`config.mk`:
```
export PLATFORM = sky130hd
export DESIGN_NAME = bmcc_mul
export DESIGN_NICKNAME = d
export VERILOG_FILES = /design/src/rtl/bmcc_pkg.sv /design/src/rtl/bmcc_mul.sv
export SDC_FILE = /design/constraint.sdc
export NUM_CORES = 2
export LEC_CHECK = 0
export BUFFER_PORTS_ARGS = -buffer_cell sky130_fd_sc_hd__buf_2
export CAP_MARGIN = 20
export CORE_ASPECT_RATIO = 0.8
export CORE_MARGIN = 2
export CORE_UTILIZATION = 42
export CTS_CLUSTER_DIAMETER = 40
export DETAILED_ROUTE_END_ITERATION = 10
export RECOVER_POWER = 100
export SLEW_MARGIN = 15
export SYNTH_ARGS = -nofsm -noshare
export SYNTH_HDL_FRONTEND = slang
export SYNTH_SLANG_ARGS = --single-unit
export TNS_END_PERCENT = 5
```
`constraint.sdc`:
```
create_clock -name clk -period 18.9 [get_ports clk]
set_input_delay 0.945 -clock clk [delete_from_list [all_inputs] [get_ports clk]]
set_output_delay 0.945 -clock clk [all_outputs]
set_load 0.01 [all_outputs]
```
`src/rtl/bmcc_pkg.sv`:
```
// shared types, constants and helper functions of the convergence count unit
// used by the multiplier, the divider and the top level sequencer
package bmcc_pkg;

    localparam int QW = 48;

    localparam logic [63:0] E9  = 64'd1000000000;
    localparam logic [63:0] E18 = 64'd1000000000000000000;

    localparam logic signed [QW-1:0] QMAX = {1'b0, {(QW-1){1'b1}}};
    localparam logic signed [QW-1:0] QMIN = {1'b1, {(QW-1){1'b0}}};
    localparam logic [63:0] LIM48 = 64'h0001_0000_0000_0000;

    // decimal constant (whole part, 18 fraction digits) to q16.32, rounded half up
    function automatic logic [QW-1:0] make_const(input logic [63:0] whole,
                                                 input logic [63:0] frac);
        logic [63:0] fh;
        logic [63:0] fl;
        logic [63:0] t;
        logic [63:0] q1;
        logic [63:0] r1;
        logic [63:0] s;
        logic [63:0] f;
        logic [63:0] v;
        fh = frac / E9;
        fl = frac % E9;
        t  = fh << 32;
        q1 = t / E9;
        r1 = t % E9;
        s  = r1 * E9 + (fl << 32);
        f  = q1 + (s + E18 / 64'd2) / E18;
        v  = (whole << 32) + f;
        return v[QW-1:0];
    endfunction

    localparam logic [QW-1:0] K_A1  = make_const(64'd0,  64'd434791674400534484);
    localparam logic [QW-1:0] K_A2  = make_const(64'd0,  64'd565208325599465515);
    localparam logic [QW-1:0] K_B1  = make_const(64'd0,  64'd246846263944619125);
    localparam logic [QW-1:0] K_B2  = make_const(64'd0,  64'd753153736055380874);
    localparam logic [QW-1:0] K_C1  = make_const(64'd26, 64'd982266348563755135);
    localparam logic [QW-1:0] K_C2  = make_const(64'd4,  64'd128561677155244781);
    localparam logic [QW-1:0] K_C3  = make_const(64'd21, 64'd853704671408510353);
    localparam logic [QW-1:0] K_D1  = make_const(64'd2,  64'd313393412192523856);
    localparam logic [QW-1:0] K_D2  = make_const(64'd1,  64'd313393412192523856);
    localparam logic [QW-1:0] K_E1  = make_const(64'd1,  64'd413535481316514897);
    localparam logic [QW-1:0] K_E2  = make_const(64'd0,  64'd37061379021381916);
    localparam logic [QW-1:0] K_E3  = make_const(64'd0,  64'd450596860337896814);
    localparam logic [QW-1:0] K_F1  = make_const(64'd3,  64'd7300493416631077);
    localparam logic [QW-1:0] K_F2  = make_const(64'd4,  64'd7300493416631077);
    localparam logic [QW-1:0] K_FPX = make_const(64'd1,  64'd460092553582583482);
    localparam logic [QW-1:0] K_FPY_MAG = make_const(64'd5, 64'd381069687747360218);
    localparam logic [QW-1:0] K_FPY = QW'(48'd0 - K_FPY_MAG);
    localparam logic [QW-1:0] K_ONE = QW'(64'h1_0000_0000);

    function automatic logic signed [QW-1:0] kconst(input logic [3:0] idx);
        logic [QW-1:0] v;
        unique case (idx)
            4'd0:    v = K_A1;
            4'd1:    v = K_A2;
            4'd2:    v = K_B1;
            4'd3:    v = K_B2;
            4'd4:    v = K_C1;
            4'd5:    v = K_C2;
            4'd6:    v = K_C3;
            4'd7:    v = K_D1;
            4'd8:    v = K_D2;
            4'd9:    v = K_E1;
            4'd10:   v = K_E2;
            4'd11:   v = K_E3;
            4'd12:   v = K_F1;
            4'd13:   v = K_F2;
            4'd14:   v = K_FPX;
            default: v = K_FPY;
        endcase
        return $signed(v);
    endfunction

    // sign and magnitude back to q16.32 with saturation
    function automatic logic signed [QW-1:0] sat_mag(input logic neg, input logic [63:0] mag);
        logic [QW-1:0] v;
        if (neg) begin
            if (mag > {16'd0, 1'b1, 47'd0}) begin
                v = QMIN;
            end
            else begin
                v = QW'(48'd0 - mag[QW-1:0]);
            end
        end
        else begin
            if (mag > {16'd0, QMAX}) begin
                v = QMAX;
            end
            else begin
                v = mag[QW-1:0];
            end
        end
        return $signed(v);
    endfunction

    // micro-operations
    localparam logic [2:0] OP_MUL = 3'd0;
    localparam logic [2:0] OP_DIV = 3'd1;
    localparam logic [2:0] OP_ADD = 3'd2;
    localparam logic [2:0] OP_SUB = 3'd3;
    localparam logic [2:0] OP_CHK = 3'd4;

    // working registers
    localparam logic [3:0] REG_X  = 4'd0;
    localparam logic [3:0] REG_Y  = 4'd1;
    localparam logic [3:0] REG_X0 = 4'd2;
    localparam logic [3:0] REG_Y0 = 4'd3;
    localparam logic [3:0] REG_T0 = 4'd4;
    localparam logic [3:0] REG_T1 = 4'd5;
    localparam logic [3:0] REG_T2 = 4'd6;
    localparam logic [3:0] REG_T3 = 4'd7;
    localparam logic [3:0] REG_T4 = 4'd8;

    // operand sources: registers, one, or a map constant when bit 4 is set
    localparam logic [4:0] SRC_X   = 5'd0;
    localparam logic [4:0] SRC_Y   = 5'd1;
    localparam logic [4:0] SRC_T0  = 5'd4;
    localparam logic [4:0] SRC_T1  = 5'd5;
    localparam logic [4:0] SRC_T2  = 5'd6;
    localparam logic [4:0] SRC_T3  = 5'd7;
    localparam logic [4:0] SRC_T4  = 5'd8;
    localparam logic [4:0] SRC_ONE = 5'd9;
    localparam logic [4:0] SRC_K0  = 5'd16;
    localparam logic [4:0] SRC_K1  = 5'd17;
    localparam logic [4:0] SRC_K2  = 5'd18;
    localparam logic [4:0] SRC_K3  = 5'd19;
    localparam logic [4:0] SRC_K4  = 5'd20;
    localparam logic [4:0] SRC_K5  = 5'd21;
    localparam logic [4:0] SRC_K6  = 5'd22;
    localparam logic [4:0] SRC_K7  = 5'd23;
    localparam logic [4:0] SRC_K8  = 5'd24;
    localparam logic [4:0] SRC_K9  = 5'd25;
    localparam logic [4:0] SRC_K10 = 5'd26;
    localparam logic [4:0] SRC_K11 = 5'd27;
    localparam logic [4:0] SRC_K12 = 5'd28;
    localparam logic [4:0] SRC_K13 = 5'd29;
    localparam logic [4:0] SRC_K14 = 5'd30;
    localparam logic [4:0] SRC_K15 = 5'd31;

    typedef struct packed {
        logic [2:0] op;
        logic [4:0] srca;
        logic [4:0] srcb;
        logic [3:0] dst;
    } uop_t;

    localparam logic [5:0] PC_FWD = 6'd0;
    localparam logic [5:0] PC_INV = 6'd20;

    function automatic uop_t uop_rom(input logic [5:0] pc);
        uop_t u;
        unique case (pc)
            // forward map
            6'd0:  u = '{OP_MUL, SRC_X,   SRC_Y,   REG_T0};
            6'd1:  u = '{OP_MUL, SRC_K0,  SRC_X,   REG_T1};
            6'd2:  u = '{OP_MUL, SRC_K1,  SRC_T0,  REG_T2};
            6'd3:  u = '{OP_ADD, SRC_T1,  SRC_T2,  REG_T1};
            6'd4:  u = '{OP_MUL, SRC_K2,  SRC_X,   REG_T2};
            6'd5:  u = '{OP_MUL, SRC_K3,  SRC_T0,  REG_T3};
            6'd6:  u = '{OP_ADD, SRC_T2,  SRC_T3,  REG_T2};
            6'd7:  u = '{OP_MUL, SRC_K4,  SRC_Y,   REG_T3};
            6'd8:  u = '{OP_MUL, SRC_K5,  SRC_X,   REG_T4};
            6'd9:  u = '{OP_SUB, SRC_T3,  SRC_T4,  REG_T3};
            6'd10: u = '{OP_MUL, SRC_K6,  SRC_T0,  REG_T4};
            6'd11: u = '{OP_SUB, SRC_T3,  SRC_T4,  REG_T3};
            6'd12: u = '{OP_DIV, SRC_T3,  SRC_T1,  REG_Y};
            6'd13: u = '{OP_DIV, SRC_T2,  SRC_T1,  REG_X};
            6'd14: u = '{OP_SUB, SRC_X,   SRC_K14, REG_T0};
            6'd15: u = '{OP_SUB, SRC_Y,   SRC_K15, REG_T1};
            6'd16: u = '{OP_MUL, SRC_T0,  SRC_T0,  REG_T0};
            6'd17: u = '{OP_MUL, SRC_T1,  SRC_T1,  REG_T1};
            6'd18: u = '{OP_ADD, SRC_T0,  SRC_T1,  REG_T0};
            6'd19: u = '{OP_CHK, SRC_T0,  SRC_T0,  REG_T0};
            // inverse map
            6'd20: u = '{OP_MUL, SRC_K7,  SRC_X,   REG_T0};
            6'd21: u = '{OP_SUB, SRC_T0,  SRC_K8,  REG_T0};
            6'd22: u = '{OP_MUL, SRC_K9,  SRC_X,   REG_T1};
            6'd23: u = '{OP_MUL, SRC_K10, SRC_Y,   REG_T2};
            6'd24: u = '{OP_ADD, SRC_T1,  SRC_T2,  REG_T1};
            6'd25: u = '{OP_SUB, SRC_T1,  SRC_K11, REG_T1};
            6'd26: u = '{OP_MUL, SRC_K12, SRC_X,   REG_T2};
            6'd27: u = '{OP_SUB, SRC_K13, SRC_T2,  REG_T2};
            6'd28: u = '{OP_DIV, SRC_T0,  SRC_T1,  REG_X};
            6'd29: u = '{OP_DIV, SRC_T0,  SRC_T2,  REG_Y};
            6'd30: u = '{OP_SUB, SRC_X,   SRC_ONE, REG_T0};
            6'd31: u = '{OP_SUB, SRC_Y,   SRC_ONE, REG_T1};
            6'd32: u = '{OP_MUL, SRC_T0,  SRC_T0,  REG_T0};
            6'd33: u = '{OP_MUL, SRC_T1,  SRC_T1,  REG_T1};
            6'd34: u = '{OP_ADD, SRC_T0,  SRC_T1,  REG_T0};
            default: u = '{OP_CHK, SRC_T0, SRC_T0, REG_T0};
        endcase
        return u;
    endfunction

endpackage

```
`src/rtl/bmcc_mul.sv`:
```
// q16.32 saturating multiplier, one 32x32 partial product per cycle
// depends on bmcc_pkg
module bmcc_mul
    import bmcc_pkg::*;
(
    input  logic                 clk,
    input  logic                 rst_n,
    input  logic                 start,
    input  logic signed [QW-1:0] a,
    input  logic signed [QW-1:0] b,
    output logic                 done,
    output logic signed [QW-1:0] p
);

    logic            busy_reg, busy_next;
    logic [2:0]      cnt_reg, cnt_next;
    logic [QW-1:0]   ua_reg, ua_next;
    logic [QW-1:0]   ub_reg, ub_next;
    logic            neg_reg, neg_next;
    logic [63:0]     prod_reg, prod_next;
    logic [63:0]     acc_reg, acc_next;
    logic            over_reg, over_next;
    logic [QW-1:0]   p_reg, p_next;
    logic            done_reg, done_next;
    logic [31:0]     mul_a;
    logic [31:0]     mul_b;

    // partial product select: hi*hi, hi*lo, lo*hi, lo*lo
    always_comb
    begin
        unique case (cnt_reg[1:0])
            2'd0:
            begin
                mul_a = {16'd0, ua_reg[47:32]};
                mul_b = {16'd0, ub_reg[47:32]};
            end
            2'd1:
            begin
                mul_a = {16'd0, ua_reg[47:32]};
                mul_b = ub_reg[31:0];
            end
            2'd2:
            begin
                mul_a = ua_reg[31:0];
                mul_b = {16'd0, ub_reg[47:32]};
            end
            default:
            begin
                mul_a = ua_reg[31:0];
                mul_b = ub_reg[31:0];
            end
        endcase
    end

    always_comb
    begin
        busy_next = busy_reg;
        cnt_next  = cnt_reg;
        ua_next   = ua_reg;
        ub_next   = ub_reg;
        neg_next  = neg_reg;
        prod_next = prod_reg;
        acc_next  = acc_reg;
        over_next = over_reg;
        p_next    = p_reg;
        done_next = 1'b0;
        if (start)
        begin
            busy_next = 1'b1;
            cnt_next  = 3'd0;
            ua_next   = a[QW-1] ? QW'(48'd0 - a) : a;
            ub_next   = b[QW-1] ? QW'(48'd0 - b) : b;
            neg_next  = a[QW-1] ^ b[QW-1];
            acc_next  = 64'd0;
            over_next = 1'b0;
        end
        else if (busy_reg)
        begin
            cnt_next = cnt_reg + 3'd1;
            if (cnt_reg <= 3'd3)
            begin
                prod_next = 64'(mul_a * mul_b);
            end
            unique case (cnt_reg)
                3'd1:
                begin
                    over_next = (prod_reg >= 64'h1_0000);
                    acc_next  = {prod_reg[31:0], 32'd0};
                end
                3'd2, 3'd3: acc_next = acc_reg + prod_reg;
                3'd4:       acc_next = acc_reg + {32'd0, prod_reg[63:32]};
                3'd5:
                begin
                    p_next    = sat_mag(neg_reg, over_reg ? LIM48 : acc_reg);
                    done_next = 1'b1;
                    busy_next = 1'b0;
                end
                default: acc_next = acc_reg;
            endcase
        end
    end

    always_ff @(posedge clk or negedge rst_n)
    begin
        if (!rst_n)
        begin
            busy_reg <= 1'b0;
            cnt_reg  <= 3'd0;
            done_reg <= 1'b0;
        end
        else
        begin
            busy_reg <= busy_next;
            cnt_reg  <= cnt_next;
            done_reg <= done_next;
        end
    end

    always_ff @(posedge clk)
    begin
        ua_reg   <= ua_next;
        ub_reg   <= ub_next;
        neg_reg  <= neg_next;
        prod_reg <= prod_next;
        acc_reg  <= acc_next;
        over_reg <= over_next;
        p_reg    <= p_next;
    end

    assign done = done_reg;
    assign p    = $signed(p_reg);

endmodule

```
* Yosys cells after proc, flatten, opt, wreduce, memory -nomap -nowiden
Index checks and enable logic that the tools add are counted. Widths: inputs -> output; s select.
Storage, ports and cells: bits in registers 279, input bits 99
Operators by class: order comparisons 4, equality and inequality tests 7, muxes and demuxes 17, bitwise operators 2, reduce and logical (&&, ||, !) cells 10, $add $sub $neg 6, multipliers 1
Operator list (number):
- $pmux 64 s3 | 1
- $mux 48 | 3
- $sub 1x48->48 const A | 3
- $mux 47 | 2
- $add 64x32->64 | 1
- $add 64x64->64 | 1
- $ge 64x17->1 const B | 1
- $gt 64x47->1 const B | 1
- $gt 64x48->1 const B | 1
- $mul 32x32->64 | 1
- $mux 32 | 2
- $mux 64 | 1
- $eq 3x2->1 const B | 2
- $eq 3x3->1 const B | 2
- $mux 1 | 6
- $mux 3 | 2
- $reduce_and 3->1 | 2
- $reduce_or 2->1 | 3
- $reduce_and 2->1 | 2
- $add 3x1->3 const B | 1
- $eq 3x1->1 const B | 1
- $le 3x2->1 const B | 1
- $reduce_bool 3->1 | 1
- $eq 2x1->1 const B | 1
- other kinds (5) | 5

* Longest topological paths before layout
word-level depth 4, depth in mapped cells 36, depth with buffers taken out 31

* Worst setup path before layout
No wires, ideal clock.
path kind register to register, start point register cnt_reg[0], end point register prod_reg[59] (data pin), slack 10.004 ns, required time 18.645 ns, buffers on the path 3, stages on the path, launching flop included 30, data arrival time 8.640 ns, library setup time 0.255 ns, cells stage by stage dfrtp_1 inv_1 ha_1 nor2_1 clkbuf_1 buf_1 nand2_1 clkbuf_1 nor2_1 fa_1 fa_1 inv_1 fa_1 inv_1 fa_1 inv_1 fa_1 fa_1 fa_1 fa_1 inv_1 ha_1 nand2_1 nor4_1 and3_1 a221oi_1 nor2_1 a21boi_0 or3_1 and3b_1
On the way: cells in the longest elaborated chain, start to end 4
Ends and longest elaborated chain:
- start, declared | RTL line bmcc_mul.sv:16 | logic [2:0] cnt_reg, cnt_next;
- start signal, assigned | RTL line bmcc_mul.sv:114 | cnt_reg <= cnt_next;
- $eq 2x1->1 (tied with other cells) | RTL line bmcc_mul.sv:31 | unique case (cnt_reg[1:0])
- $reduce_or 2->1 (no source line)
- $mux 32 | RTL line bmcc_mul.sv:31
- $mul 32x32->64 (*) | RTL line bmcc_mul.sv:82 | prod_next = 64'(mul_a * mul_b);
- end signal, assigned | RTL line bmcc_mul.sv:124 | prod_reg <= prod_next;
- end, declared | RTL line bmcc_mul.sv:20 | logic [63:0] prod_reg, prod_next;
Every way passes the cells marked *; elsewhere a longest branch is shown, timed or not. A chain may end at the register's enable or synchronous reset.

* Final worst setup path
start point register cnt_reg[0], end point register prod_reg[63] (data pin)
Same word-level chain as after synthesis.

==> flow_metrics.tcl <==
set metrics [dict create \
    cap_violations 12 \
    grt_max_degree 79 \
    boundaryPins 148 \
    io_buffers 147 \
    cts_inserted_buffers 51 \
    cp.buffers_inverters 4 \
    post-cts-setup-buffers 0 \
    synth_largest_area_cell "fa_1" \
    chipHeight_um 314 \
    overflow 0 \
    fin_crit_sh 0.723 \
    clk_pin_slew_ns 0.06 \
    crit_path_end_kind "flop" \
    grt_pass1_wl_um 269000 \
    rr_startpoint "cnt_reg[0]" \
    slowest_delay_ns 2.68 \
    crit_required_ns 19.23 \
    clock_path_buffers 3 \
    cpLargestDelayFamily "adder cells" \
    ant_nets 0 \
    core_sq_um 119000 \
    async_reset_ff_frac 0.0179 \
    rsz0062_at_grt "no" \
    cp.depth 26 \
    cts-root-buf "clkbuf_16" \
    yosysUniqueCellTypes 73 \
    yosysSeqAreaShare 0.152 \
    drt_wl_total_um 181000 \
    synth-main-ff-cell "edfxtp_1" \
    grt_usage 0.295 \
    die_w_um 392 \
    hold_path_class "in2async" \
    drtPass1Iterations 6 \
    fin_worst_skew_ns 0.0555 \
    insertion_delay_ns 0.67 \
    rows 113 \
    crit_slowest_cell "clkbuf_1" \
    finalCriticalPeriod_ns 13.66 \
    viasPerCell 5.76 \
    worst-r2r-setup-slack_ns 5.24 \
    dp_hpwl_um 140000 \
    die_area_sq_um 123000 \
    path_max_fanout 64 \
    avgSynthCellArea_sq_um 8.79 \
    initialDrtViolationCount 4958 \
    yosys-top-cells-count "903 x inv_1, 897 x fa_1, 756 x nor2_1, 716 x nand2_1, 334 x ha_1" \
    start_kind "flop" \
    synth_seq_cells 279 \
    drive_above_1_share 0.0652 \
    nets 7058 \
    yosysWarnings 0 \
    cts_tree "yes" \
    antenna_found_initial 1 \
    synth_most_common_cell "inv_1" \
    cts_hold_buffers 0 \
    synthCells 5752 \
    status "finished, violations left" \
    grt_pass1_vias 41800 \
    tns_ns 0 \
    cts_resized 0 \
    fmax_ghz 0.0732 \
    slew_viol_final 640 \
    routabilityCongestion 1.01 \
    crit_top_cell "fa_1" \
    arrival_ns 14.00 \
    wire_per_inst_um 24.5 \
    synth_edf_count 209 \
    vias 42500 \
    r2r-end "prod_reg[63]" \
    synthesis.area_sq_um 50500 \
    synth.top_cell.area_share 0.355 \
    initial_core_util 0.425 \
    slew_headroom -1.74 \
    cts-htree-levels 2 \
    drc 0 \
    setup_viol 0 \
    hold_viol_final 0 \
    reg2regPathDepth 26 \
    syn2layout_area_growth_pct 8.20 \
    violations "max-capacitance violations, max-slew violations" \
    critPathKind "reg2reg" \
    synth_area_leaders "fa_1 36%, edfxtp_1 12%, ha_1 8.3%, inv_1 6.7%, nor2_1 5.6%" \
    syn-num-nets 7082 \
    tightest_slew_ns 4.11 \
    cts.sinks 279 \
]
## metal layers
layer  track usage  routed length, um  up-vias
met5             0                  0        -
li1              -                  -    18400
met3        0.0945              23900      385
met1         0.432              76500    21400
met4         0.106               7380        0
met2         0.406              73400     2388
## final cells by class
type	instances	area, sq um
Clock buffer	53	1280
Inverter	903	3390
Antenna cell	2	5.00
Tap cell	1610	2010
Fill cell	11600	64400
Multi-Input combinational cell	4251	38500
Timing Repair Buffer	242	1330
Clock inverter	43	507
Sequential cell	279	7700
## cells by family (layout without fill, tap and decap cells)
logic type / after synthesis / in the layout / synth area share
buffers and inverters: 1222 / 1241 / 0.0907
AO/OA/AOI/OAI: 790 / 790 / 0.0985
XOR/XNOR: 196 / 196 / 0.0340
other: 0 / 2 / 0
multiplexers: 104 / 104 / 0.0221
adder cells (fa/ha/maj): 1231 / 1231 / 0.438
flip-flops: 279 / 279 / 0.152
AND/OR/NAND/NOR: 1930 / 1930 / 0.164
## cells in the final DEF, fill, tap and decap left out, types with 58 or more instances in the layout
cell type  Yosys  final
nand3_1       72     72
a21oi_1      238    238
clkbuf_1     308     71
fa_1         897    897
xnor2_1      150    150
mux2_2        62     58
ha_1         334    334
dfxtp_1       65     65
nand2_1      716    715
buf_4          0     83
buf_2          0     90
a21o_1        76     76
nor3_1        69     68
edfxtp_1     209    209
and2_1        75     69
nor2_1       756    751
o21ai_0      184    184
inv_1        903    903
## per-stage QoR
stage	hold slack [ns]	utilization	area, sq um	instances	setup WS (ns)
finish	0.216	0.459	54700	7383	5.24
detailed placement	0.499	0.446	53000	7285	8.46
global placement	0.488	0.446	53000	7285	8.73
CTS	0.125	0.461	54800	7381	8.44
global route	0.240	0.459	54700	7381	4.81
floorplan	0.471	-	50500	5752	10.00
## worst register-to-register path: cells and delay by family, from the launching register on
family | cells | cell delay, ns
buffers and inverters | 4 | 2.88
AND/OR/NAND/NOR | 5 | 3.08
adder cells (fa/ha/maj) | 10 | 4.64
AO/OA/AOI/OAI | 6 | 2.27
multiplexers | 1 | 0.09
flip-flops | 1 | 0.43
## how the worst max path moves through the flow
stage,from,end,slack (ns)
6_report,cnt_reg[0],prod_reg[63],5.24
4_1_cts,cnt_reg[0],prod_reg[63],8.44
3_3_place_gp,cnt_reg[0],prod_reg[63],8.73
3_5_place_dp,cnt_reg[0],prod_reg[63],8.46
2_1_floorplan,cnt_reg[0],prod_reg[59],10.00
5_1_grt,cnt_reg[0],prod_reg[63],4.81
Power is left out: the tool's default activity adds up to more than one toggle a clock period on the data nets, which glitch-free logic cannot reach.
