[src/rtl/bmcc_pkg.sv]
// shared types, constants and helper functions of the convergence count unit
// used by the multiplier, the divider and the top level sequencer
package bmcc_pkg;

    localparam int QW = 48;

    localparam logic [63:0] E9  = 64'd1000000000;
    localparam logic [63:0] E18 = 64'd1000000000000000000;

    localparam logic signed [QW-1:0] QMAX = {1'b0, {(QW-1){1'b1}}};
    localparam logic signed [QW-1:0] QMIN = {1'b1, {(QW-1){1'b0}}};
    localparam logic [63:0] LIM48 = 64'h0001_0000_0000_0000;

    // decimal constant (whole part, 18 fraction digits) to q16.32, rounded half up
    function automatic logic [QW-1:0] make_const(input logic [63:0] whole,
                                                 input logic [63:0] frac);
        logic [63:0] fh;
        logic [63:0] fl;
        logic [63:0] t;
        logic [63:0] q1;
        logic [63:0] r1;
        logic [63:0] s;
        logic [63:0] f;
        logic [63:0] v;
        fh = frac / E9;
        fl = frac % E9;
        t  = fh << 32;
        q1 = t / E9;
        r1 = t % E9;
        s  = r1 * E9 + (fl << 32);
        f  = q1 + (s + E18 / 64'd2) / E18;
        v  = (whole << 32) + f;
        return v[QW-1:0];
    endfunction

    localparam logic [QW-1:0] K_A1  = make_const(64'd0,  64'd434791674400534484);
    localparam logic [QW-1:0] K_A2  = make_const(64'd0,  64'd565208325599465515);
    localparam logic [QW-1:0] K_B1  = make_const(64'd0,  64'd246846263944619125);
    localparam logic [QW-1:0] K_B2  = make_const(64'd0,  64'd753153736055380874);
    localparam logic [QW-1:0] K_C1  = make_const(64'd26, 64'd982266348563755135);
    localparam logic [QW-1:0] K_C2  = make_const(64'd4,  64'd128561677155244781);
    localparam logic [QW-1:0] K_C3  = make_const(64'd21, 64'd853704671408510353);
    localparam logic [QW-1:0] K_D1  = make_const(64'd2,  64'd313393412192523856);
    localparam logic [QW-1:0] K_D2  = make_const(64'd1,  64'd313393412192523856);
    localparam logic [QW-1:0] K_E1  = make_const(64'd1,  64'd413535481316514897);
    localparam logic [QW-1:0] K_E2  = make_const(64'd0,  64'd37061379021381916);
    localparam logic [QW-1:0] K_E3  = make_const(64'd0,  64'd450596860337896814);
    localparam logic [QW-1:0] K_F1  = make_const(64'd3,  64'd7300493416631077);
    localparam logic [QW-1:0] K_F2  = make_const(64'd4,  64'd7300493416631077);
    localparam logic [QW-1:0] K_FPX = make_const(64'd1,  64'd460092553582583482);
    localparam logic [QW-1:0] K_FPY_MAG = make_const(64'd5, 64'd381069687747360218);
    localparam logic [QW-1:0] K_FPY = QW'(48'd0 - K_FPY_MAG);
    localparam logic [QW-1:0] K_ONE = QW'(64'h1_0000_0000);

    function automatic logic signed [QW-1:0] kconst(input logic [3:0] idx);
        logic [QW-1:0] v;
        unique case (idx)
            4'd0:    v = K_A1;
            4'd1:    v = K_A2;
            4'd2:    v = K_B1;
            4'd3:    v = K_B2;
            4'd4:    v = K_C1;
            4'd5:    v = K_C2;
            4'd6:    v = K_C3;
            4'd7:    v = K_D1;
            4'd8:    v = K_D2;
            4'd9:    v = K_E1;
            4'd10:   v = K_E2;
            4'd11:   v = K_E3;
            4'd12:   v = K_F1;
            4'd13:   v = K_F2;
            4'd14:   v = K_FPX;
            default: v = K_FPY;
        endcase
        return $signed(v);
    endfunction

    // sign and magnitude back to q16.32 with saturation
    function automatic logic signed [QW-1:0] sat_mag(input logic neg, input logic [63:0] mag);
        logic [QW-1:0] v;
        if (neg) begin
            if (mag > {16'd0, 1'b1, 47'd0}) begin
                v = QMIN;
            end
            else begin
                v = QW'(48'd0 - mag[QW-1:0]);
            end
        end
        else begin
            if (mag > {16'd0, QMAX}) begin
                v = QMAX;
            end
            else begin
                v = mag[QW-1:0];
            end
        end
        return $signed(v);
    endfunction

    // micro-operations
    localparam logic [2:0] OP_MUL = 3'd0;
    localparam logic [2:0] OP_DIV = 3'd1;
    localparam logic [2:0] OP_ADD = 3'd2;
    localparam logic [2:0] OP_SUB = 3'd3;
    localparam logic [2:0] OP_CHK = 3'd4;

    // working registers
    localparam logic [3:0] REG_X  = 4'd0;
    localparam logic [3:0] REG_Y  = 4'd1;
    localparam logic [3:0] REG_X0 = 4'd2;
    localparam logic [3:0] REG_Y0 = 4'd3;
    localparam logic [3:0] REG_T0 = 4'd4;
    localparam logic [3:0] REG_T1 = 4'd5;
    localparam logic [3:0] REG_T2 = 4'd6;
    localparam logic [3:0] REG_T3 = 4'd7;
    localparam logic [3:0] REG_T4 = 4'd8;

    // operand sources: registers, one, or a map constant when bit 4 is set
    localparam logic [4:0] SRC_X   = 5'd0;
    localparam logic [4:0] SRC_Y   = 5'd1;
    localparam logic [4:0] SRC_T0  = 5'd4;
    localparam logic [4:0] SRC_T1  = 5'd5;
    localparam logic [4:0] SRC_T2  = 5'd6;
    localparam logic [4:0] SRC_T3  = 5'd7;
    localparam logic [4:0] SRC_T4  = 5'd8;
    localparam logic [4:0] SRC_ONE = 5'd9;
    localparam logic [4:0] SRC_K0  = 5'd16;
    localparam logic [4:0] SRC_K1  = 5'd17;
    localparam logic [4:0] SRC_K2  = 5'd18;
    localparam logic [4:0] SRC_K3  = 5'd19;
    localparam logic [4:0] SRC_K4  = 5'd20;
    localparam logic [4:0] SRC_K5  = 5'd21;
    localparam logic [4:0] SRC_K6  = 5'd22;
    localparam logic [4:0] SRC_K7  = 5'd23;
    localparam logic [4:0] SRC_K8  = 5'd24;
    localparam logic [4:0] SRC_K9  = 5'd25;
    localparam logic [4:0] SRC_K10 = 5'd26;
    localparam logic [4:0] SRC_K11 = 5'd27;
    localparam logic [4:0] SRC_K12 = 5'd28;
    localparam logic [4:0] SRC_K13 = 5'd29;
    localparam logic [4:0] SRC_K14 = 5'd30;
    localparam logic [4:0] SRC_K15 = 5'd31;

    typedef struct packed {
        logic [2:0] op;
        logic [4:0] srca;
        logic [4:0] srcb;
        logic [3:0] dst;
    } uop_t;

    localparam logic [5:0] PC_FWD = 6'd0;
    localparam logic [5:0] PC_INV = 6'd20;

    function automatic uop_t uop_rom(input logic [5:0] pc);
        uop_t u;
        unique case (pc)
            // forward map
            6'd0:  u = '{OP_MUL, SRC_X,   SRC_Y,   REG_T0};
            6'd1:  u = '{OP_MUL, SRC_K0,  SRC_X,   REG_T1};
            6'd2:  u = '{OP_MUL, SRC_K1,  SRC_T0,  REG_T2};
            6'd3:  u = '{OP_ADD, SRC_T1,  SRC_T2,  REG_T1};
            6'd4:  u = '{OP_MUL, SRC_K2,  SRC_X,   REG_T2};
            6'd5:  u = '{OP_MUL, SRC_K3,  SRC_T0,  REG_T3};
            6'd6:  u = '{OP_ADD, SRC_T2,  SRC_T3,  REG_T2};
            6'd7:  u = '{OP_MUL, SRC_K4,  SRC_Y,   REG_T3};
            6'd8:  u = '{OP_MUL, SRC_K5,  SRC_X,   REG_T4};
            6'd9:  u = '{OP_SUB, SRC_T3,  SRC_T4,  REG_T3};
            6'd10: u = '{OP_MUL, SRC_K6,  SRC_T0,  REG_T4};
            6'd11: u = '{OP_SUB, SRC_T3,  SRC_T4,  REG_T3};
            6'd12: u = '{OP_DIV, SRC_T3,  SRC_T1,  REG_Y};
            6'd13: u = '{OP_DIV, SRC_T2,  SRC_T1,  REG_X};
            6'd14: u = '{OP_SUB, SRC_X,   SRC_K14, REG_T0};
            6'd15: u = '{OP_SUB, SRC_Y,   SRC_K15, REG_T1};
            6'd16: u = '{OP_MUL, SRC_T0,  SRC_T0,  REG_T0};
            6'd17: u = '{OP_MUL, SRC_T1,  SRC_T1,  REG_T1};
            6'd18: u = '{OP_ADD, SRC_T0,  SRC_T1,  REG_T0};
            6'd19: u = '{OP_CHK, SRC_T0,  SRC_T0,  REG_T0};
            // inverse map
            6'd20: u = '{OP_MUL, SRC_K7,  SRC_X,   REG_T0};
            6'd21: u = '{OP_SUB, SRC_T0,  SRC_K8,  REG_T0};
            6'd22: u = '{OP_MUL, SRC_K9,  SRC_X,   REG_T1};
            6'd23: u = '{OP_MUL, SRC_K10, SRC_Y,   REG_T2};
            6'd24: u = '{OP_ADD, SRC_T1,  SRC_T2,  REG_T1};
            6'd25: u = '{OP_SUB, SRC_T1,  SRC_K11, REG_T1};
            6'd26: u = '{OP_MUL, SRC_K12, SRC_X,   REG_T2};
            6'd27: u = '{OP_SUB, SRC_K13, SRC_T2,  REG_T2};
            6'd28: u = '{OP_DIV, SRC_T0,  SRC_T1,  REG_X};
            6'd29: u = '{OP_DIV, SRC_T0,  SRC_T2,  REG_Y};
            6'd30: u = '{OP_SUB, SRC_X,   SRC_ONE, REG_T0};
            6'd31: u = '{OP_SUB, SRC_Y,   SRC_ONE, REG_T1};
            6'd32: u = '{OP_MUL, SRC_T0,  SRC_T0,  REG_T0};
            6'd33: u = '{OP_MUL, SRC_T1,  SRC_T1,  REG_T1};
            6'd34: u = '{OP_ADD, SRC_T0,  SRC_T1,  REG_T0};
            default: u = '{OP_CHK, SRC_T0, SRC_T0, REG_T0};
        endcase
        return u;
    endfunction

endpackage

[src/rtl/bmcc_div.sv]
// q16.32 saturating divider, restoring, one quotient bit per cycle (80 steps)
// depends on bmcc_pkg
module bmcc_div
    import bmcc_pkg::*;
(
    input  logic                 clk,
    input  logic                 rst_n,
    input  logic                 start,
    input  logic signed [QW-1:0] n,
    input  logic signed [QW-1:0] d,
    output logic                 done,
    output logic signed [QW-1:0] p
);

    localparam logic [6:0] LAST_STEP = 7'd79;

    logic            busy_reg, busy_next;
    logic [6:0]      step_reg, step_next;
    logic [QW-1:0]   un_reg, un_next;
    logic [QW-1:0]   ud_reg, ud_next;
    logic [QW-1:0]   r_reg, r_next;
    logic [QW-1:0]   q_reg, q_next;
    logic            over_reg, over_next;
    logic            neg_reg, neg_next;
    logic [QW-1:0]   p_reg, p_next;
    logic            done_reg, done_next;
    logic [QW:0]     rs;
    logic            qb;

    always_comb
    begin
        busy_next = busy_reg;
        step_next = step_reg;
        un_next   = un_reg;
        ud_next   = ud_reg;
        r_next    = r_reg;
        q_next    = q_reg;
        over_next = over_reg;
        neg_next  = neg_reg;
        p_next    = p_reg;
        done_next = 1'b0;
        // dividend bits come out of the top, zeros follow for the fraction
        rs        = {r_reg, un_reg[QW-1]};
        qb        = (rs >= {1'b0, ud_reg});
        if (start)
        begin
            if (d == '0)
            begin
                p_next    = n[QW-1] ? QMIN : QMAX;
                done_next = 1'b1;
            end
            else
            begin
                busy_next = 1'b1;
                step_next = 7'd0;
                un_next   = n[QW-1] ? QW'(48'd0 - n) : n;
                ud_next   = d[QW-1] ? QW'(48'd0 - d) : d;
                neg_next  = n[QW-1] ^ d[QW-1];
                r_next    = '0;
                q_next    = '0;
                over_next = 1'b0;
            end
        end
        else if (busy_reg)
        begin
            un_next = {un_reg[QW-2:0], 1'b0};
            r_next  = qb ? QW'(rs - {1'b0, ud_reg}) : rs[QW-1:0];
            if (!over_reg)
            begin
                if (q_reg[QW-1])
                begin
                    over_next = 1'b1;
                end
                else
                begin
                    q_next = {q_reg[QW-2:0], qb};
                end
            end
            step_next = step_reg + 7'd1;
            if (step_reg == LAST_STEP)
            begin
                p_next    = sat_mag(neg_reg, over_next ? LIM48 : {16'd0, q_next});
                done_next = 1'b1;
                busy_next = 1'b0;
            end
        end
    end

    always_ff @(posedge clk or negedge rst_n)
    begin
        if (!rst_n)
        begin
            busy_reg <= 1'b0;
            step_reg <= 7'd0;
            done_reg <= 1'b0;
        end
        else
        begin
            busy_reg <= busy_next;
            step_reg <= step_next;
            done_reg <= done_next;
        end
    end

    always_ff @(posedge clk)
    begin
        un_reg   <= un_next;
        ud_reg   <= ud_next;
        r_reg    <= r_next;
        q_reg    <= q_next;
        over_reg <= over_next;
        neg_reg  <= neg_next;
        p_reg    <= p_next;
    end

    assign done = done_reg;
    assign p    = $signed(p_reg);

endmodule

[config.mk]
export PLATFORM = sky130hd
export DESIGN_NAME = bmcc_div
export DESIGN_NICKNAME = d
export VERILOG_FILES = /design/src/rtl/bmcc_pkg.sv /design/src/rtl/bmcc_div.sv
export SDC_FILE = /design/constraint.sdc
export NUM_CORES = 1
export LEC_CHECK = 0
export ABC_CLOCK_PERIOD_IN_PS = 4380
export BUFFER_PORTS_ARGS = -buffer_cell sky130_fd_sc_hd__clkbuf_2
export CORE_ASPECT_RATIO = 0.8
export CORE_MARGIN = 1.5
export CORE_UTILIZATION = 45
export CTS_BUF_LIST = sky130_fd_sc_hd__clkbuf_16
export CTS_CLUSTER_DIAMETER = 120
export CTS_CLUSTER_SIZE = 16
export DETAILED_ROUTE_END_ITERATION = 16
export GPL_ROUTABILITY_DRIVEN = 0
export HOLD_SLACK_MARGIN = 0.15
export PLACE_DENSITY = 0.65
export SYNTH_ARGS = -nofsm -noshare
export SYNTH_HDL_FRONTEND = slang
export SYNTH_SLANG_ARGS = --single-unit
[constraint.sdc]
create_clock -name clk -period 4.38 [get_ports clk]
set_input_delay 0.657 -clock clk [delete_from_list [all_inputs] [get_ports clk]]
set_output_delay 0.657 -clock clk [all_outputs]
set_load 0.02 [all_outputs]
[Word-level counts from Yosys, hierarchy flattened]
Index checks and enable logic that the tools add are counted.
Storage, ports and cells
  register bits after elaboration: 251
  latch bits: 0
  RAM bits: 0
  memory bits (read-only): 0
  input bits: 99
  output and inout port bits: 49
  word-level logic and storage cells: 72
  memories: 0
Cells by class
  $add $sub $neg: 5
  multipliers: 0
  div/mod/pow operators: 0
  $lt $le $gt $ge: 3
  equality and inequality tests: 3
  shift operators: 0
  multiplexer cells: 42
  bitwise operators: 2
  reduce and logical (&&, ||, !) cells: 6
Operator list (number)
  $mux 48: 22
  $sub 1x48->48 const A: 3
  $ge 49x48->1: 1
  $gt 49x47->1 const B: 1
  $gt 49x48->1 const B: 1
  $mux 49: 1
  $logic_not 48->1: 1
  $sub 48x48->48: 1
  $mux 47: 1
  $mux 7: 3
  $mux 1: 15
  $add 7x1->7 const B: 1
  $eq 7x7->1 const B: 1
  $reduce_and 2->1: 2
  $reduce_bool 2->1: 2
  $reduce_and 3->1: 1
  $ne 2x1->1 const B: 1
  $ne 2x2->1 const B: 1
  $not 1->1: 1
  $xor 1x1->1: 1

[Longest topological paths before layout]
Gate-level depths: netlist of run 1.
  depth in word-level cells: 12
  gate-level depth with buffers: 22
  mapped depth without buffers: 20

[Worst setup path after synthesis of run 1]
Ideal clock, no wire load.
  path kind: input to register
  start: in d[0]
  end: reg step_reg[0]
  library setup time: 332 ps
  arrival time: 7724 ps
  data required time: 4048 ps
  setup slack: -3676 ps
  stages: 9
  path buffers: 0
  path through: inv_1 > ha_1 > nand3b_1 > nor2_1 > nand4_1 > nor3_1 > a21oi_1 > nand2b_1 > mux2i_1
Between the ends
  longest elaborated chain between the ends: 3
RTL lines
  start: declaration: RTL line bmcc_div.sv:10  | input logic signed [QW-1:0] d,
  $logic_not 48->1: RTL line bmcc_div.sv:47  | if (d == '0)
  $ne 2x2->1 (no source line)
  $reduce_and 2->1 (no source line)
  end signal: assignment: RTL line bmcc_div.sv:100  | step_reg <= step_next;
  end: declaration: RTL line bmcc_div.sv:18  | logic [6:0] step_reg, step_next;
No other way between the ends.
A chain may end at the register's enable or synchronous reset.

[Worst setup path after layout of run 1]
  start: reg r_reg[9]
  end: reg p_reg[15], in the netlist p[15], data pin
Between the ends
  longest elaborated chain between the ends: 12
  elaborated cells on any way between the ends: 15
  classes of those cells: add/sub: 1; order compare: 3; mux: 11
RTL lines
  start: declaration: RTL line bmcc_div.sv:21  | logic [QW-1:0] r_reg, r_next;
  start signal: assignment: RTL line bmcc_div.sv:109  | r_reg <= r_next;
  $ge 49x48->1 *: RTL line bmcc_div.sv:44  | qb = (rs >= {1'b0, ud_reg});
  $mux 48 *: RTL line bmcc_div.sv:70  | if (q_reg[QW-1])
  $mux 48 *: RTL line bmcc_div.sv:68  | if (!over_reg)
  $mux 48 *: RTL line bmcc_div.sv:64  | else if (busy_reg)
  $mux 48 *: RTL line bmcc_div.sv:45  | if (start)
  $mux 49 *: RTL line bmcc_div.sv:82  | p_next = sat_mag(neg_reg, over_next ? LIM48 : {16'd0, q_next});
  $sub 1x48->48 (tied with other cells): RTL line bmcc_pkg.sv:86  | v = QW'(48'd0 - mag[QW-1:0]);
  $mux 48 (on tied branches): RTL line bmcc_pkg.sv:82, bmcc_pkg.sv:90
  $mux 48 *: RTL line bmcc_pkg.sv:81  | if (neg) begin
  $mux 48 *: RTL line bmcc_div.sv:80  | if (step_reg == LAST_STEP)
  $mux 48 *: RTL line bmcc_div.sv:64
  $mux 48 *: RTL line bmcc_div.sv:45
  net p_next[15]: RTL line bmcc_div.sv:25  | logic [QW-1:0] p_reg, p_next;
  end signal: assignment: RTL line bmcc_div.sv:113  | p_reg <= p_next;
  end: declaration: RTL line bmcc_div.sv:25
Mark *: on every way through the listed nets, which the timed path passes. The rest lies on a longest branch. The select of a mux whose other input is x is not followed.

==> impl_metrics.toml, run 1 <==
[die]
die_area_um2 = 38400
die_h_um = 176
num_io_pins = 148
placementRows = 62
die_w_um = 219
core_area_um2 = 36300
start_util_pct = 46.1

[logic_synthesis]
synth_area_um2 = 16700
synth_edf_count = 242
synth_top_area_share_pct = 43.4
synthTopCellsByArea = "edfxtp_1, nand2_1, a21oi_1"
ys_seq_area_share_pct = 44.7
async_flop_share_pct = 3.59
avgSynthCellArea_um2 = 9.02
syn_inst = 1856
ys_warn_count = 0
synth_ff_type = "edfxtp_1"
yosysTopAreaCell = "edfxtp_1"
syn_nets = 2009
ys_seq_elements = 251
synth.distinct_cells = 86

[placed_design]
placed_area_um2 = 18200
pre_cts_ws_ns = -0.0385
place_hpwl_um = 32400
port_buffers = 147

[global_route]
grt_overflow_total = 0
grt_pass1_vias = 13740
grt_max_degree = 93
grt_use_total_pct = 24.2
antenna_found_initial = 1
grt_pass1_wl_um = 74900

[critical_path]
path_max_fanout = 7
r2r-start = "r_reg[9]$_SDFFCE_PP0P_"
cp.required_ns = 4.65
r2r_slack_ns = 0.11
cp.arrival_ns = 4.54
start_kind = "flop"
r2r_end = "p[15]$_DFFE_PP_"
worstSetupPathType = "reg -> reg"
endpoint_kind = "flop"
r2r_cells = 19

[sta]
tns_ns = 0
min_period_ns = 4.27
setup_ws_ns = 0.110
timing.final.crit_share_pct = 97.5
hold_viol_final = 0
clock.fmax_mhz = 234
setup_viol = 0
relSlewSlack_pct = 37.0
worst_clock_skew_ns = 0.0202
tightest_slew_ns = 0.936
slew_violations = 0
whs_ns = 0.392

[min_path]
min_path_type = "in -> reg"
min-delay-start = "d[0]"
min_path_cells = 1
min_delay_worst_endpoint = "ud_reg[0]$_DFFE_PP_"

[outcome]
outcome = "completed"

[cts]
insertion_delay_ns = 0.53
cts_root_buf = "clkbuf_16"
cts_tree = "done"
clkTransAtPathRegs_ns = 0.08
clock_path_buffers = 3
htree_levels = 1
cts_buffers = 19
numClockSinks = 251

[drt]
drt_iter0_markers = 1684
wl_um = 47600
antenna_left = 0
wl_per_cell_um = 19.3
first_pass_iters = 5
vias = 15028
avgViaCountPerCell = 6.08
route.detailed.drc = 0

[power_and_ir_drop]
leakage_nw = 7.29
peakVddDrop_uv = 440
powerDensity_nw_per_um2 = 509

[cells_and_area]
final_cell_mix = "nand2_1, edfxtp_1, a21oi_1"
fin_util_pct = 52.8
final_layout_size_suffix_gt1_share_pct = 16.3
mostFrequentLayoutCell = "nand2_1"
final_area_um2 = 19200
areaGrowthSynthToFinish_pct = 14.4
nets = 2135

[run]
maxCapViolCount = 0
[synthesized netlist by cell type (all sizes together), types with 31 or more instances]
library cell  count
nor2            144
or3              31
a21oi           200
nor3             40
o31ai            42
clkbuf           93
xor2             63
ha               53
nand3            50
inv              74
edfxtp          242
xnor2            72
nand2           269
o21ai           105
nand4            33
a31oi            45
[area by class of cell]
class	instances	area, um2
fill	3295	17200
multi-input combinational	1407	8800
sequential	251	7490
timing repair buffer	228	1460
tap	480	601
clock buffer	19	475
inverter	75	282
clock inverter	9	41.3
antenna	1	2.50
[how the worst max path moves through the flow]
| stage | start | to | cells after the start |
|---|---|---|---|
| 2_1_floorplan | r_reg[9]$_SDFFCE_PP0P_ | p[12]$_DFFE_PP_ | 20 |
| 3_3_place_gp | ud_reg[1]$_DFFE_PP_ | p[46]$_DFFE_PP_ | 19 |
| 3_5_place_dp | r_reg[27]$_SDFFCE_PP0P_ | p[11]$_DFFE_PP_ | 17 |
| 4_1_cts | r_reg[7]$_SDFFCE_PP0P_ | p[12]$_DFFE_PP_ | 19 |
| 5_1_grt | r_reg[9]$_SDFFCE_PP0P_ | p[15]$_DFFE_PP_ | 19 |
| 6_report | r_reg[9]$_SDFFCE_PP0P_ | p[15]$_DFFE_PP_ | 19 |
[cells by family (layout without fill, tap and decap cells)]
| family | Yosys count | in the layout | share of synthesized area [%] |
|---|---|---|---|
| XOR/XNOR | 135 | 135 | 7.06 |
| buffers and inverters | 198 | 331 | 4.60 |
| adder cells (fa/ha/maj) | 54 | 54 | 4.08 |
| other | 0 | 1 | 0 |
| flip-flops | 251 | 251 | 44.7 |
| AO/OA/AOI/OAI | 540 | 540 | 20.1 |
| AND/OR/NAND/NOR | 671 | 671 | 19.0 |
| multiplexers | 7 | 7 | 0.441 |
[layer usage]
layer / vias to the layer above / routed length (um) / GRT usage, %
li1: 7069 / - / -
met1: 7098 / 21700 / 37.3
met2: 787 / 19800 / 34.6
met3: 74 / 5160 / 5.04
met4: 0 / 898 / 5.37
met5: - / 0 / 0
[metrics by stage]
stage / std cells / power [mW]
floorplan: 1856 / 6.51
global placement: 2423 / 7.69
detailed placement: 2423 / 7.77
CTS: 2452 / 9.45
global route: 2470 / 10.4
finish: 2470 / 9.75
[repair_timing]
action / in CTS / in global routing
setup buffers: 0 / 15
endpoints found under the hold margin: 9 / 0
pin swaps: 0 / 16
resized for setup: 1 / 42
endpoints found under the setup margin: 3 / 43
gates cloned: 0 / 2
hold buffers: 1 / 0
[worst max-delay path, cell delays in order (launching register included)]
cell and delay (ns):
edfxtp_1 0.44, ha_4 0.30, nand4_1 0.26, or4_4 0.59
or4_4 0.54, a21oi_2 0.14, or4_4 0.15, a21o_2 0.12
nand2_2 0.09, ha_4 0.19, o21ai_4 0.08, nor4_4 0.07
a21oi_2 0.18, buf_4 0.14, nor2_4 0.05, buf_12 0.17
buf_4 0.14, o31ai_1 0.06, nand3_1 0.10, a32o_1 0.21
[power by group]
part           switching (mW)  leakage, nW  internal (mW)  total [mW]
sequential              0.288         2.57           3.16        3.45
combinational            2.78         4.44           1.86        4.65
clock                   0.865        0.280          0.787        1.65
total                    3.94         7.29           5.81        9.75
(Power assumes the default switching activity.)
==> inputs of run 2 (changes only) <==
--- a/config.mk
+++ b/config.mk
@@ -17,6 +17,7 @@
 export GPL_ROUTABILITY_DRIVEN = 0
 export HOLD_SLACK_MARGIN = 0.15
 export PLACE_DENSITY = 0.65
+export REMOVE_ABC_BUFFERS = 1
 export SYNTH_ARGS = -nofsm -noshare
 export SYNTH_HDL_FRONTEND = slang
 export SYNTH_SLANG_ARGS = --single-unit
==> run 2 against run 1 <==
Against the previous run: flip-flop and latch count stayed put; clock skew is 0.0028 ns higher; cell count is 0.97% higher; critical path type unchanged; largest power group unchanged; highest routed layer unchanged.
==> impl_metrics.toml, run 2 (synthesis results as in run 1) <==
[outcome]
outcome = "completed"

[sta]
timing.final.crit_share_pct = 96.0
relSlewSlack_pct = 34.7
whs_ns = 0.407
setup_viol = 0
tns_ns = 0
slew_violations = 0
hold_viol_final = 0
rsz0062_at_grt = "false"
clock.fmax_mhz = 238
tightest_slew_ns = 0.972
worst_clock_skew_ns = 0.0230
min_period_ns = 4.21

[drt]
wl_um = 46400
wl_per_cell_um = 18.6
antenna_left = 0
vias = 14917
route.detailed.drc = 0
drt_iter0_markers = 1624
first_pass_iters = 6
avgViaCountPerCell = 5.98

[critical_path]
endpoint_kind = "flop"
path_max_fanout = 4
worstSetupPathType = "reg -> reg"
start_kind = "flop"
crit_family = "simple AND/OR/NAND/NOR gates"
slowest_stage = "or4_4"
cp.arrival_ns = 4.46
critPathBufInv = 2
cp.required_ns = 4.63
r2r_end = "p[42]$_DFFE_PP_"
r2r_cells = 19
r2r_slack_ns = 0.17
path_cells = "ha_1 -> nand3_1 -> or4_1 -> or4_4 -> a21oi_2 -> or4_4 -> a21o_2 -> nand2_1 -> ha_2 -> o21ai_2 -> nor4_2 -> buf_4 -> buf_4 -> o21a_1 -> and3_2 -> a31oi_1 -> o21ai_0 -> a22oi_1 -> a21oi_1"
r2r-start = "r_reg[33]$_SDFFCE_PP0P_"
cp_slowest_stage_delay_ns = 0.54

[cells_and_area]
final_cells = 2494
final_layout_size_suffix_gt1_share_pct = 16.3
areaGrowthSynthToFinish_pct = 14.2
nets = 2159
mostFrequentLayoutCell = "nand2_1"
num-fill-cells = 3327
final_cell_mix = "nand2_1, edfxtp_1, a21oi_1"

[cts]
cts_root_buf = "clkbuf_16"
cts_buffers = 19
htree_levels = 1
insertion_delay_ns = 0.54
clkTransAtPathRegs_ns = 0.09
numClockSinks = 251
cts_tree = "done"
clock_path_buffers = 3

[min_path]
min_delay_worst_endpoint = "ud_reg[0]$_DFFE_PP_"
min-delay-start = "d[0]"
min_path_type = "in -> reg"
min_path_cells = 1

[placed_design]
port_buffers = 147
place_hpwl_um = 32200
dp.cells = 2463

[die]
die_h_um = 176
start_util_pct = 46.1
die_area_um2 = 38400
placementRows = 62
die_w_um = 219
core_area_um2 = 36300
num_io_pins = 148

[global_route]
grt_use_total_pct = 23.8
grt_overflow_total = 0
grt_max_degree = 99
grt_pass1_wl_um = 73800
grt_pass1_vias = 14015
antenna_found_initial = 3

[power_and_ir_drop]
leakage_nw = 7.36
peakVddDrop_uv = 310
total_power_mw = 9.77
powerDensity_nw_per_um2 = 511

[run]
maxCapViolCount = 0
[run 2: changes by cell type in the layout (fill, tap and decap cells not counted), sizes merged]
cell	previous run	this run
clkbuf	167	165
buf	79	105
[run 2: worst max-delay path by stage]
| stage | end | slack, ns | startpoint | cells after the start |
|---|---|---|---|---|
| after CTS | p[12]$_DFFE_PP_ | 0.004 | r_reg[0]$_SDFFCE_PP0P_ | 20 |
| after global placement | p[12]$_DFFE_PP_ | 0.04 | r_reg[0]$_SDFFCE_PP0P_ | 19 |
| after detailed placement | p[33]$_DFFE_PP_ | -0.15 | r_reg[27]$_SDFFCE_PP0P_ | 18 |
| after global routing | p[42]$_DFFE_PP_ | 0.001 | r_reg[33]$_SDFFCE_PP0P_ | 19 |
| after floorplan | step_reg[0]$_DFFE_PN0P_ | -3.68 | d[0] | 9 |
| final | p[42]$_DFFE_PP_ | 0.17 | r_reg[33]$_SDFFCE_PP0P_ | 19 |
[run 2: area by class of cell]
class	instances	area, um2	area share (%)
multi-input combinational	1407	8630	45.2
sequential	251	7490	39.2
clock buffer	19	475	2.49
antenna	1	2.50	0.0131
timing repair buffer	252	1600	8.34
inverter	75	282	1.47
tap	480	601	3.14
clock inverter	9	41.3	0.216
[run 2: through the flow]
stage	utilization, %	area, um2	setup slack [ns]
after global routing	52.7	19100	0.00140
after detailed placement	50.9	18500	-0.149
after floorplan	-	16300	-3.68
after global placement	50.9	18500	0.0420
after CTS	52.4	19000	0.00450
final	52.7	19100	0.175
[run 2: report_power, final]
part | leakage (nW) | switching (mW) | internal (mW)
logic | 4.51 | 2.74 | 1.93
clock network | 0.280 | 0.866 | 0.786
registers | 2.57 | 0.280 | 3.16
total | 7.36 | 3.88 | 5.88
[run 2: per-layer routing]
layer	wire (um)	GRT usage, %	vias up
li1	-	-	7133
met1	21800	35.5	7065
met2	19300	35.4	645
met3	4000	4.19	74
met4	1220	6.39	0
met5	0	0	-
[run 2: repair_timing]
action                     in CTS  in global routing
setup endpoints to repair      36                 41
hold endpoints to repair        9                  0
buffers inserted                1                  0
gates cloned                    0                  0
resized for setup               4                 17
pin swaps                       1                  3
hold buffers                    1                  0
[run 2: worst register-to-register path: cells and delay by family (launching register included)]
kind	cells	cell delay [ns]
compound gates	8	0.94
fa+ha+maj	2	0.57
flops	1	0.42
simple gates	7	1.69
buf+inv	2	0.30
==> inputs of run 3 (changes only) <==
--- a/config.mk
+++ b/config.mk
@@ -5,6 +5,7 @@
 export SDC_FILE = /design/constraint.sdc
 export NUM_CORES = 1
 export LEC_CHECK = 0
+export ABC_AREA = 1
 export ABC_CLOCK_PERIOD_IN_PS = 4380
 export BUFFER_PORTS_ARGS = -buffer_cell sky130_fd_sc_hd__clkbuf_2
 export CORE_ASPECT_RATIO = 0.8
@@ -18,6 +19,7 @@
 export HOLD_SLACK_MARGIN = 0.15
 export PLACE_DENSITY = 0.65
 export REMOVE_ABC_BUFFERS = 1
+export SLEW_MARGIN = 15
 export SYNTH_ARGS = -nofsm -noshare
 export SYNTH_HDL_FRONTEND = slang
 export SYNTH_SLANG_ARGS = --single-unit
==> run 3 against run 2 <==
Against the previous run: wire length increased by 17%; count of clock-buffer cells in the layout unchanged; clock power barely moved; register-to-register slack is essentially flat; worst hold slack got worse by 0.026 ns; maximum frequency down 0.23%; largest cell class unchanged.
==> impl_metrics.toml, run 3 <==
[drt]
avgViaCountPerCell = 5.62
first_pass_iters = 7
wl_um = 54200
wl_per_cell_um = 17.8
antenna_left = 0
vias = 17064
drt_iter0_markers = 2045
route.detailed.drc = 0

[power_and_ir_drop]
powerDensity_nw_per_um2 = 470
total_power_mw = 9.40
pwr-share-seq_pct = 35.4
leakage_nw = 8.54
p_sw_mw = 4.03
power.internal_mw = 5.37
peakVddDrop_uv = 346
combPwrFrac_pct = 46.9
pwr-share-clk_pct = 17.7
swShare_pct = 42.8

[cts]
htree_levels = 1
numClockSinks = 251
clkTransAtPathRegs_ns = 0.09
clock_path_buffers = 3
cts_tree = "done"
insertion_delay_ns = 0.55
cts_root_buf = "clkbuf_16"
cts_buffers = 19

[sta]
tightest_slew_ns = 1.07
whs_ns = 0.381
clock.fmax_mhz = 237
worst_clock_skew_ns = 0.0341
slew_violations = 0
timing.final.crit_share_pct = 96.2
setup_viol = 0
min_period_ns = 4.21
relSlewSlack_pct = 28.5
hold_viol_final = 0

[logic_synthesis]
synth_area_um2 = 18100
ys_seq_area_share_pct = 41.4
ys_warn_count = 0
synth_edf_count = 242
syn_inst = 2364
synth_most_common_cell = "nand2_1"
synth_commonest_cells = "nand2_1, inv_1, nor2_1"
yosysTopAreaCell = "edfxtp_1"
synthTopCellsByArea = "edfxtp_1, nand2_1, inv_1"
async_flop_share_pct = 3.59
ys_seq_elements = 251
synth_top_area_share_pct = 40.1
synth.distinct_cells = 50
synth_ff_type = "edfxtp_1"
avgSynthCellArea_um2 = 7.66

[global_route]
grt_overflow_total = 0
grt_pass1_vias = 16257
grt_use_total_pct = 26.3
grt_pass1_wl_um = 86500
antenna_found_initial = 6
grt_max_degree = 98

[critical_path]
cp.required_ns = 4.66
path_cells = "ha_1 -> a21oi_1 -> o21ai_0 -> a21oi_1 -> nand2_2 -> nand2_1 -> nand3_2 -> nand2_1 -> ha_1 -> nand3_2 -> nor2_2 -> nand2_1 -> nor2_4 -> nand4_1 -> nor2_2 -> nand2_1 -> xor2_1 -> nand2_1 -> nand3b_1 -> nand2_1 -> inv_1"
endpoint_kind = "flop"
critPathBufInv = 1
slowest_stage = "edfxtp_1"
r2r_end = "p[46]$_DFFE_PP_"
r2r_cells = 21
r2r-start = "r_reg[11]$_SDFFCE_PP0P_"
r2r_slack_ns = 0.17
worstSetupPathType = "reg -> reg"
path_max_fanout = 5
cp.arrival_ns = 4.49
start_kind = "flop"
crit_family = "simple AND/OR/NAND/NOR gates"
cpMostUsedCell = "nand2_1"
cp_slowest_stage_delay_ns = 0.40

[min_path]
min_path_type = "in -> reg"
min_delay_worst_endpoint = "ud_reg[0]$_DFFE_PP_"
min-delay-start = "d[0]"
min_path_cells = 1

[cells_and_area]
mostFrequentLayoutCell = "nand2_1"
final_layout_size_suffix_gt1_share_pct = 10.1
final_cell_mix = "nand2_1, inv_1, nor2_1"
nets = 2637
areaGrowthSynthToFinish_pct = 10.6

[die]
die_w_um = 227
start_util_pct = 45.8
core_area_um2 = 39500
die_h_um = 182
die_area_um2 = 41500
placementRows = 65
num_io_pins = 148

[run]
maxCapViolCount = 0

[outcome]
outcome = "completed"

[placed_design]
place_hpwl_um = 40500
port_buffers = 147
[run 3: what timing repair did]
| item | 4_1_cts | 5_1_grt |
|---|---|---|
| setup buffers | 0 | 3 |
| endpoints found under the setup margin | 0 | 47 |
| gates resized for setup | 0 | 12 |
| hold endpoints to repair | 9 | 0 |
| hold buffers | 1 | 0 |
[run 3: cells by family (layout without fill, tap and decap cells)]
group / count (synthesis) / count (layout) / synth area share [%]
AND/OR/NAND/NOR: 1031 / 1031 / 24.8
AO/OA/AOI/OAI: 462 / 462 / 13.9
buffers and inverters: 424 / 556 / 9.25
flip-flops: 251 / 251 / 41.4
XOR/XNOR: 142 / 142 / 6.87
adder cells (fa/ha/maj): 54 / 54 / 3.77
other: 0 / 5 / 0
[run 3: layer usage]
| layer | GRT usage, % | wire (um) | vias to the layer above |
|---|---|---|---|
| met2 | 37.7 | 22200 | 867 |
| met3 | 6.09 | 6080 | 89 |
| met5 | 0 | 13 | - |
| li1 | - | - | 8181 |
| met1 | 39.5 | 24600 | 7925 |
| met4 | 7.07 | 1310 | 2 |
[run 3: per-stage QoR]
stage	cells	TNS (ns)	setup WS [ns]	util, %	area (um2)
2_1_floorplan	2288	-116.87	-1.82	-	17700
3_3_place_gp	2995	0	0.295	49.1	19400
3_5_place_dp	2995	0	0.173	49.1	19400
4_1_cts	3029	0	0.0966	50.5	19900
5_1_grt	3037	-0.00830	-0.00830	50.7	20000
6_report	3037	0	0.165	50.7	20000
[run 3: final cells by class]
cell class / instances / area, um2
inverters: 348 / 1310
flip-flops and latches: 251 / 7490
clock inverters: 14 / 61.3
diodes: 5 / 12.5
fillers: 3902 / 19500
repair buffers: 175 / 1010
clock buffers: 19 / 475
well taps: 536 / 671
multi-input cells: 1689 / 8990
[run 3: worst max path at each step]
| stage | endpoint | start | slack, ns | cells after the start |
|---|---|---|---|---|
| 2_1_floorplan | p[0]$_DFFE_PP_ | start | -1.82 | 2 |
| 3_3_place_gp | p[42]$_DFFE_PP_ | r_reg[7]$_SDFFCE_PP0P_ | 0.30 | 24 |
| 3_5_place_dp | p[21]$_DFFE_PP_ | r_reg[7]$_SDFFCE_PP0P_ | 0.17 | 22 |
| 4_1_cts | p[21]$_DFFE_PP_ | r_reg[7]$_SDFFCE_PP0P_ | 0.1 | 22 |
| 5_1_grt | p[42]$_DFFE_PP_ | r_reg[11]$_SDFFCE_PP0P_ | -0.008 | 22 |
| 6_report | p[46]$_DFFE_PP_ | r_reg[11]$_SDFFCE_PP0P_ | 0.17 | 21 |
[run 3: power by group through the flow]
stage | Sequential, mW | Combinational (mW) | Clock [mW]
2_1_floorplan | 3.33 | 3.06 | 0
3_3_place_gp | 3.36 | 4.21 | 0
3_5_place_dp | 3.38 | 4.23 | 0
4_1_cts | 3.33 | 4.26 | 1.71
5_1_grt | 3.37 | 4.90 | 1.80
6_report | 3.33 | 4.41 | 1.67
